## src/hdl/sfr_pkg.sv

```systemverilog
// Types and constants shared by the serial frame receiver.
// Depends on nothing; imported by serial_frame_receiver_unit.
`default_nettype none

package sfr_pkg;

  typedef struct packed {
    logic [7:0] rx_byte;
    logic       rx_timeout;
  } in_item_t;

  typedef struct packed {
    logic [2:0] status;
    logic [7:0] frame_address;
    logic [7:0] data_byte;
    logic       data_valid;
    logic       last;
  } out_item_t;

  localparam int unsigned CFG_IDX_W = 3;

  localparam logic [CFG_IDX_W-1:0] CFG_DEVICE_ADDRESS = 3'd0;
  localparam logic [CFG_IDX_W-1:0] CFG_ADDR_FILTER_EN = 3'd1;
  localparam logic [CFG_IDX_W-1:0] CFG_MAX_FRAME_LEN  = 3'd2;
  localparam logic [CFG_IDX_W-1:0] CFG_START_BYTE     = 3'd3;
  localparam logic [CFG_IDX_W-1:0] CFG_END_BYTE       = 3'd4;

  localparam logic [2:0] STAT_OK       = 3'd0;
  localparam logic [2:0] STAT_TIMEOUT  = 3'd1;
  localparam logic [2:0] STAT_BAD_LEN  = 3'd2;
  localparam logic [2:0] STAT_BAD_END  = 3'd3;
  localparam logic [2:0] STAT_BAD_SUM  = 3'd4;

  localparam logic [7:0] RST_DEVICE_ADDRESS = 8'h00;
  localparam logic       RST_ADDR_FILTER_EN = 1'b1;
  localparam logic [5:0] RST_MAX_FRAME_LEN  = 6'd23;
  localparam logic [7:0] RST_START_BYTE     = 8'hFF;
  localparam logic [7:0] RST_END_BYTE       = 8'hED;

  // Frame layout: start, length, address, body..., check, end.
  localparam logic [7:0] MIN_FRAME_LEN = 8'd6;
  localparam logic [7:0] BODY_OFFSET   = 8'd3;
  localparam logic [7:0] TRAILER_LEN   = 8'd2;

endpackage

`default_nettype wire

```

## src/hdl/serial_frame_receiver_unit.sv

```systemverilog
// Serial frame receiver: deframes start/length/address/body/check/end frames.
// Uses sfr_pkg for payload types and codes, and sfr_ram for the body store.
//
// Usage: each input request carries one received byte, or a timeout flag.
// A byte is taken while the receiver hunts for or parses a frame. Body bytes
// are written to a RAM of MAX_FRAME_BYTES entries as they arrive, and the
// running sum of all bytes before the check byte is kept in a register.
// A frame error (timeout, bad length, bad end byte, bad checksum) gives one
// status request on the output in the cycle after the offending input request.
// A good frame, once its end byte is taken, drains the body from the RAM:
// for each body byte a RAM read is issued, its registered data is then put
// in the output register when that is free, and only then is the next read
// issued, so a frame of length L gives L-5 output requests.
// Input ready is low during that drain. Both output paths go through one
// output register, so an input byte is taken whenever that register is
// empty or being emptied; when the output stalls, input stalls behind it.
// Configuration writes are always taken. Reset clears the registers, but
// for the output item register, to their defaults and returns the parser to
// hunting for the start byte; the RAM is not cleared.
`default_nettype none

module serial_frame_receiver_unit
  import sfr_pkg::*;
#(
  parameter int unsigned MAX_FRAME_BYTES = 32
) (
  input  wire logic                 clk,
  input  wire logic                 rst_n,
  input  wire logic                 in_valid,
  output logic                      in_ready,
  input  wire in_item_t             in_item,
  output logic                      out_valid,
  input  wire logic                 out_ready,
  output out_item_t                 out_item,
  input  wire logic                 cfg_valid,
  output logic                      cfg_ready,
  input  wire logic [CFG_IDX_W-1:0] cfg_index,
  input  wire logic [7:0]           cfg_wdata
);

  localparam int unsigned AW  = $clog2(MAX_FRAME_BYTES);
  localparam int unsigned BIW = $clog2(MAX_FRAME_BYTES + 1);
  localparam logic [7:0] MaxLen8 = 8'(MAX_FRAME_BYTES);

  typedef enum logic [4:0] {
    ST_HUNT  = 5'b00001,
    ST_LEN   = 5'b00010,
    ST_ADDR  = 5'b00100,
    ST_BODY  = 5'b01000,
    ST_DRAIN = 5'b10000
  } state_t;

  state_t          state_r, state_nxt;
  logic [BIW-1:0]  byte_index_r, byte_index_nxt;
  logic [7:0]      frame_length_r, frame_length_nxt;
  logic [7:0]      frame_addr_r, frame_addr_nxt;
  logic [7:0]      running_sum_r, running_sum_nxt;
  logic [7:0]      check_byte_r, check_byte_nxt;
  logic [AW-1:0]   rd_ptr_r, rd_ptr_nxt;
  logic            rd_pend_r, rd_pend_nxt;

  logic [7:0]      dev_addr_r;
  logic            filt_en_r;
  logic [5:0]      max_len_r;
  logic [7:0]      start_byte_r;
  logic [7:0]      end_byte_r;

  logic            out_valid_r, out_valid_nxt;
  out_item_t       out_item_r, out_item_nxt;

  logic            slot_free;
  logic            in_take;
  logic            emit;
  out_item_t       emit_item;
  logic [7:0]      limit8;
  logic [7:0]      pos8;
  logic [AW-1:0]   last_idx;
  logic            ram_we;
  logic            ram_re;
  logic [AW-1:0]   ram_waddr;
  logic [7:0]      ram_rdata;

  sfr_ram #(
    .WIDTH (8),
    .DEPTH (MAX_FRAME_BYTES)
  ) u_body_ram (
    .clk   (clk),
    .we    (ram_we),
    .waddr (ram_waddr),
    .wdata (in_item.rx_byte),
    .re    (ram_re),
    .raddr (rd_ptr_r),
    .rdata (ram_rdata)
  );

  assign cfg_ready = 1'b1;
  assign slot_free = !out_valid_r || out_ready;
  assign in_ready  = (state_r != ST_DRAIN) && slot_free;
  assign in_take   = in_valid && in_ready;
  assign limit8    = ({2'b00, max_len_r} > MaxLen8) ? MaxLen8 : {2'b00, max_len_r};
  assign pos8      = 8'(byte_index_r) + TRAILER_LEN;
  assign ram_waddr = AW'(8'(byte_index_r) - BODY_OFFSET);
  assign last_idx  = AW'(frame_length_r - MIN_FRAME_LEN);

  // Body writes and drain reads never overlap: the drain starts only after
  // the last body byte has been written, so no forwarding is needed.
  always_comb begin
    state_nxt        = state_r;
    byte_index_nxt   = byte_index_r;
    frame_length_nxt = frame_length_r;
    frame_addr_nxt   = frame_addr_r;
    running_sum_nxt  = running_sum_r;
    check_byte_nxt   = check_byte_r;
    rd_ptr_nxt       = rd_ptr_r;
    rd_pend_nxt      = rd_pend_r;
    ram_we           = 1'b0;
    ram_re           = 1'b0;
    emit             = 1'b0;
    emit_item        = '{status: STAT_OK, frame_address: frame_addr_r, data_byte: 8'h00,
                         data_valid: 1'b0, last: 1'b1};

    unique case (state_r)
      ST_HUNT: begin
        if (in_take && !in_item.rx_timeout && in_item.rx_byte == start_byte_r) begin
          state_nxt        = ST_LEN;
          byte_index_nxt   = BIW'(1);
          frame_length_nxt = 8'h00;
          frame_addr_nxt   = 8'h00;
          check_byte_nxt   = 8'h00;
          running_sum_nxt  = in_item.rx_byte;
        end
      end
      ST_LEN, ST_ADDR, ST_BODY: begin
        if (in_take) begin
          if (in_item.rx_timeout) begin
            emit             = 1'b1;
            emit_item.status = STAT_TIMEOUT;
            state_nxt        = ST_HUNT;
          end else if (state_r == ST_LEN) begin
            frame_length_nxt = in_item.rx_byte;
            running_sum_nxt  = running_sum_r + in_item.rx_byte;
            byte_index_nxt   = BIW'(2);
            state_nxt        = ST_ADDR;
          end else if (state_r == ST_ADDR) begin
            frame_addr_nxt   = in_item.rx_byte;
            running_sum_nxt  = running_sum_r + in_item.rx_byte;
            byte_index_nxt   = BIW'(3);
            emit_item.frame_address = in_item.rx_byte;
            if (filt_en_r && in_item.rx_byte != dev_addr_r) begin
              state_nxt = ST_HUNT;
            end else if (frame_length_r < MIN_FRAME_LEN || frame_length_r > limit8) begin
              emit             = 1'b1;
              emit_item.status = STAT_BAD_LEN;
              state_nxt        = ST_HUNT;
            end else begin
              state_nxt = ST_BODY;
            end
          end else if (pos8 < frame_length_r) begin
            ram_we          = 1'b1;
            running_sum_nxt = running_sum_r + in_item.rx_byte;
            byte_index_nxt  = byte_index_r + BIW'(1);
          end else if (pos8 == frame_length_r) begin
            check_byte_nxt = in_item.rx_byte;
            byte_index_nxt = byte_index_r + BIW'(1);
          end else if (in_item.rx_byte != end_byte_r) begin
            emit             = 1'b1;
            emit_item.status = STAT_BAD_END;
            state_nxt        = ST_HUNT;
          end else if (check_byte_r != running_sum_r) begin
            emit             = 1'b1;
            emit_item.status = STAT_BAD_SUM;
            state_nxt        = ST_HUNT;
          end else begin
            rd_ptr_nxt  = '0;
            rd_pend_nxt = 1'b0;
            state_nxt   = ST_DRAIN;
          end
        end
      end
      ST_DRAIN: begin
        if (!rd_pend_r) begin
          ram_re      = 1'b1;
          rd_pend_nxt = 1'b1;
        end else if (slot_free) begin
          emit                 = 1'b1;
          emit_item.data_byte  = ram_rdata;
          emit_item.data_valid = 1'b1;
          emit_item.last       = (rd_ptr_r == last_idx);
          rd_pend_nxt          = 1'b0;
          if (rd_ptr_r == last_idx) begin
            state_nxt = ST_HUNT;
          end else begin
            rd_ptr_nxt = rd_ptr_r + AW'(1);
          end
        end
      end
      default: begin
        state_nxt = ST_HUNT;
      end
    endcase

    out_valid_nxt = out_valid_r && !out_ready;
    out_item_nxt  = out_item_r;
    if (emit) begin
      out_valid_nxt = 1'b1;
      out_item_nxt  = emit_item;
    end
  end

  always_ff @(posedge clk) begin
    if (!rst_n) begin
      state_r        <= ST_HUNT;
      byte_index_r   <= '0;
      frame_length_r <= 8'h00;
      frame_addr_r   <= 8'h00;
      running_sum_r  <= 8'h00;
      check_byte_r   <= 8'h00;
      rd_ptr_r       <= '0;
      rd_pend_r      <= 1'b0;
      out_valid_r    <= 1'b0;
    end else begin
      state_r        <= state_nxt;
      byte_index_r   <= byte_index_nxt;
      frame_length_r <= frame_length_nxt;
      frame_addr_r   <= frame_addr_nxt;
      running_sum_r  <= running_sum_nxt;
      check_byte_r   <= check_byte_nxt;
      rd_ptr_r       <= rd_ptr_nxt;
      rd_pend_r      <= rd_pend_nxt;
      out_valid_r    <= out_valid_nxt;
    end
  end

  always_ff @(posedge clk) begin
    out_item_r <= out_item_nxt;
  end

  always_ff @(posedge clk) begin
    if (!rst_n) begin
      dev_addr_r   <= RST_DEVICE_ADDRESS;
      filt_en_r    <= RST_ADDR_FILTER_EN;
      max_len_r    <= RST_MAX_FRAME_LEN;
      start_byte_r <= RST_START_BYTE;
      end_byte_r   <= RST_END_BYTE;
    end else if (cfg_valid && cfg_ready) begin
      unique case (cfg_index)
        CFG_DEVICE_ADDRESS: dev_addr_r   <= cfg_wdata;
        CFG_ADDR_FILTER_EN: filt_en_r    <= cfg_wdata[0];
        CFG_MAX_FRAME_LEN:  max_len_r    <= cfg_wdata[5:0];
        CFG_START_BYTE:     start_byte_r <= cfg_wdata;
        CFG_END_BYTE:       end_byte_r   <= cfg_wdata;
        default: begin
        end
      endcase
    end
  end

  assign out_valid = out_valid_r;
  assign out_item  = out_item_r;

  a_no_write_in_drain: assert property (@(posedge clk) disable iff (!rst_n)
    ram_we |-> (state_r == ST_BODY && in_take))
    else $error("body store written outside the body phase");

  a_status_is_last: assert property (@(posedge clk) disable iff (!rst_n)
    (out_valid_r && !out_item_r.data_valid) |->
      (out_item_r.last && out_item_r.data_byte == 8'h00 && out_item_r.status != STAT_OK))
    else $error("malformed status request");

  a_body_len_legal: assert property (@(posedge clk) disable iff (!rst_n)
    (state_r == ST_BODY || state_r == ST_DRAIN) |->
      (frame_length_r >= MIN_FRAME_LEN && frame_length_r <= MaxLen8))
    else $error("frame length out of range in body or drain");

  a_last_ends_drain: assert property (@(posedge clk) disable iff (!rst_n)
    (out_valid_r && out_item_r.data_valid && out_item_r.last) |-> (state_r == ST_HUNT))
    else $error("drain still running after final body byte");

endmodule

`default_nettype wire

```

## src/hdl/sfr_ram.sv

```systemverilog
// Generic single-port-write, single-port-read synchronous RAM.
// Registered read data; no dependencies.
`default_nettype none

module sfr_ram #(
  parameter int unsigned WIDTH = 8,
  parameter int unsigned DEPTH = 32
) (
  input  wire logic                     clk,
  input  wire logic                     we,
  input  wire logic [$clog2(DEPTH)-1:0] waddr,
  input  wire logic [WIDTH-1:0]         wdata,
  input  wire logic                     re,
  input  wire logic [$clog2(DEPTH)-1:0] raddr,
  output logic      [WIDTH-1:0]         rdata
);

  logic [WIDTH-1:0] mem [DEPTH];
  logic [WIDTH-1:0] rdata_r;

  always_ff @(posedge clk) begin
    if (we) begin
      mem[waddr] <= wdata;
    end
    if (re) begin
      rdata_r <= mem[raddr];
    end
  end

  assign rdata = rdata_r;

endmodule

`default_nettype wire
```

## config.mk

```make
export PLATFORM = sky130hd
export DESIGN_NAME = serial_frame_receiver_unit
export DESIGN_NICKNAME = d
export VERILOG_FILES = /design/src/hdl/sfr_pkg.sv /design/src/hdl/serial_frame_receiver_unit.sv /design/src/hdl/sfr_ram.sv
export SDC_FILE = /design/constraint.sdc
export NUM_CORES = 1
export LEC_CHECK = 0
export ABC_AREA = 1
export BUFFER_PORTS_ARGS = -buffer_cell sky130_fd_sc_hd__buf_2
export CAP_MARGIN = 0
export CORE_ASPECT_RATIO = 1.4
export CORE_MARGIN = 2
export CORE_UTILIZATION = 52
export CTS_CLUSTER_SIZE = 12
export DETAILED_ROUTE_END_ITERATION = 16
export PLACE_DENSITY = 0.79
export SYNTH_ARGS = -nofsm -noshare
export SYNTH_HDL_FRONTEND = slang
export SYNTH_SLANG_ARGS = --single-unit
```

## constraint.sdc

```tcl
create_clock -name clk -period 8.1 [get_ports clk]
set_input_delay 2.43 -clock clk [delete_from_list [all_inputs] [get_ports clk]]
set_output_delay 2.43 -clock clk [all_outputs]
set_load 0.02 [all_outputs]
```

==> summary.txt <==
Critical path
  – Critical path type: in -> out
  – Crit. End Element: output port
  – Critical-path cell list: buf_2, inv_1, nand2_1, nand2_2, inv_4, buf_2
  – Critical Path Stages: 6
  – Largest stage delay on the critical path: 0.16 ns
  – CP max FO: 3
  – Worst path arrival time: 2.98 ns
  – Critical Path Slowest Stage Cell: buf_2
  – Worst reg-to-reg path cell count: 11
  – CP bufs+invs: 4
  – Critical path required time: 5.67 ns
  – Startpoint Class: primary input
  – Critical path's top delay family: buffers and inverters
  – Cell mode on critical path: buf_2

Pwr
  – Psw: 1.79 mW
  – Peak VDD IR: 0.000235 V
  – Proportion of power drawn by combinational gates: 28.2%
  – Sequential cell fraction of total power: 42.6%
  – Clk pwr share: 29.3%
  – Power per Cell Area: 291 nW/µm²
  – Cell internal pwr: 3.47 mW
  – P_leak: 6.78 nW
  – Sw Ratio: 34.1%

Clock network
  – Max clock buf depth: 3
  – TritonCTS clock tree: built
  – Clk sinks: 366
  – Setup repair bufs after CTS: 0
  – # hold bufs at CTS: 0
  – CTS Root Cell: clkbuf_16
  – Cts bufs inserted: 37
  – Clk_lat worst skew: 0.52 ns
  – H-tree lvl count: 2
  – CTS clk-pin slew, worst paths: 0.06 ns
  – PostCTS Resize Cnt: 0

Detailed routing
  – Initial DRC Count: 1032
  – DRC viols: 0
  – Routed wire length: 39600 µm
  – ANT nets after route: 0
  – Via density: 5.82
  – Wire length per cell: 19.1 µm
  – Via count: 12000
  – TritonRoute pass-1 iters: 5

Yosys
  – Post-synth top area share: 51.8%
  – Synth warn: 0
  – Top_reg_cell synth: edfxtp_1
  – Largest area contributor in the netlist: edfxtp_1
  – Top-count cell post-synth: edfxtp_1
  – Post-synth cell types: 47
  – Synthesized cell area: 16500 µm²
  – Largest cells by area after synthesis: edfxtp_1 (52%), dfxtp_1 (9.8%), nor2_1 (6.3%)
  – Synth Instances: 1633
  – Post-Syn Nets: 1688
  – Sequential element share of the synthesized area: 61.6%
  – Synth Area per Inst: 10.1 µm²
  – Async S/R FF share, synth: 0%
  – Post-synth top cells: edfxtp_1 (285), nor2_1 (277), nand2_1 (266)
  – Synth Register Bits: 366
  – EDFF count, synth: 285

Placed design
  – Pre-CTS setup slack: 2.69 ns
  – Post-DP HPWL: 25300 µm
  – RePlAce Congestion: 0.863
  – Placement Cell Area: 17000 µm²
  – IO Port Bufs: 47

Timing
  – Unrepaired setup endpoints after global routing: no
  – Clock Skew: 0.0120 ns
  – Final slew viol count: 0
  – Slew HR: 22.7%
  – Max Clock Freq: 185 MHz
  – Fin worst setup slack: 2.69 ns
  – Tightest Pin Transition: 1.15 ns
  – Final period util: 66.8%
  – Final hold vios: 0
  – Final setup fails: 0
  – Post-route minimum period: 5.41 ns
  – Min Hold Slack: 0.477 ns
  – Setup_tns: 0 ns

Global route
  – Global-route wire length before repair: 62200 µm
  – Largest net degree at the start of global routing: 95
  – GRT Total Usage: 24.0%
  – Total gr overflow: 0
  – Vias in the first global route: 11900
  – Number of antenna violations at the first check in global routing: 0

Final layout
  – Inserted Diodes: 0
  – Reg area: 10200 µm²
  – Area of the multi-input gates: 5560 µm²
  – Area growth syn-to-layout: 9.40%
  – Nets: 1708
  – Post-layout util: 57.6%
  – Filler cells: 2519
  – Share of cells above drive strength 1: 8.66%
  – Design area: 18100 µm²

Floorplanning
  – Die height: 215 µm
  – Core area: 31400 µm²
  – Initial core utilization: 52.6%
  – Boundary pin count: 49
  – Chip width: 155 µm
  – Die area: 33200 µm²
  – Rows: 77

Hold path
  – Hold Path Stages: 2
  – Worst Hold Class: reg -> reg

Status
  – Status: complete, no violations

Run
  – Max-cap viol count: 0
cell families (layout without fill, tap and decap cells):
| group | count (synthesis) | count (layout) | synth area share [%] |
|---|---|---|---|
| fa+ha+maj | 30 | 30 | 2.32 |
| flops | 366 | 366 | 61.6 |
| xor+xnor | 36 | 36 | 1.91 |
| compound gates | 335 | 335 | 11.4 |
| other cells | 1 | 1 | 0.0227 |
| simple gates | 665 | 665 | 18.0 |
| buf+inv | 200 | 242 | 4.76 |
worst min-delay path, cell delays in order, from the launching register on:
cell     delay [ns]
dfxtp_1        0.31
inv_1          0.06
a21oi_1        0.05
cell usage in the layout (no fill, tap or decap), types with 4 or more instances in the layout:
master	Yosys	final
nor3_1	7	7
buf_4	3	8
xor2_1	26	26
inv_1	115	114
buf_2	4	47
nand2_1	266	266
nand3_1	58	58
ha_1	29	29
clkbuf_16	0	38
nand4_4	4	4
nor2_8	4	4
inv_2	6	6
nand4_1	19	19
clkbuf_1	60	18
dfxtp_1	81	79
a21oi_1	53	53
xnor2_1	10	10
nor2_1	277	277
o21ai_1	24	24
o21ai_0	164	164
o211ai_1	19	19
o221ai_1	24	24
nor2_4	5	5
o22ai_1	44	44
edfxtp_1	285	285
nand2_4	6	6
sequential cells by signal (all words and copies together) (netlist names), 5 cells and up:
| register | cells |
|---|---|
| byte_index_r | 6 |
| check_byte_r | 8 |
| dev_addr_r | 8 |
| end_byte_r | 8 |
| frame_addr_r | 8 |
| frame_length_r | 8 |
| max_len_r | 6 |
| out_item | 21 |
| rd_ptr_r | 5 |
| running_sum_r | 8 |
| start_byte_r | 8 |
| state_r | 5 |
| u_body_ram.mem | 256 |
| u_body_ram.rdata | 8 |
layout make-up:
class,count,area share (%)
sequential,366,56.3
tap,395,2.73
clock buffer,57,5.71
inverter,126,2.65
multi-input combinational,1067,30.7
timing repair buffer,55,1.63
clock inverter,4,0.194
worst paths after layout:
check                                     start              endpoint  slack (ns)
worst max-delay path                  out_ready              in_ready        2.69
worst min-delay path              dev_addr_r[5]         dev_addr_r[5]        0.48
worst min register to register    dev_addr_r[5]         dev_addr_r[5]        0.48
worst max register to register  byte_index_r[1]  u_body_ram.mem[7][4]        4.34
power by group through the flow:
stage / sequential [mW] / clock [mW] / combinational [mW]
floorplan: 2.25 / 0 / 1.11
global placement: 2.27 / 0 / 1.41
detailed placement: 2.27 / 0 / 1.46
CTS: 2.23 / 1.55 / 1.47
global route: 2.24 / 1.62 / 1.66
finish: 2.24 / 1.54 / 1.48
per-layer routing:
layer	part of all wire [%]	global-route usage, %	vias to the layer above	routed length, µm
met5	0	0	-	0
met4	7.3	15.6	0	2870
met3	5.9	2.90	139	2320
met2	51	42.9	510	20300
met1	36	26.8	5717	14100
li1	-	-	5677	-
per-stage QoR:
step,power (mW),instances
floorplan,3.36,1633
global placement,3.68,2009
detailed placement,3.73,2009
CTS,5.26,2070
global route,5.53,2070
finish,5.26,2070
No activity file was read; power rests on OpenSTA's default activity.
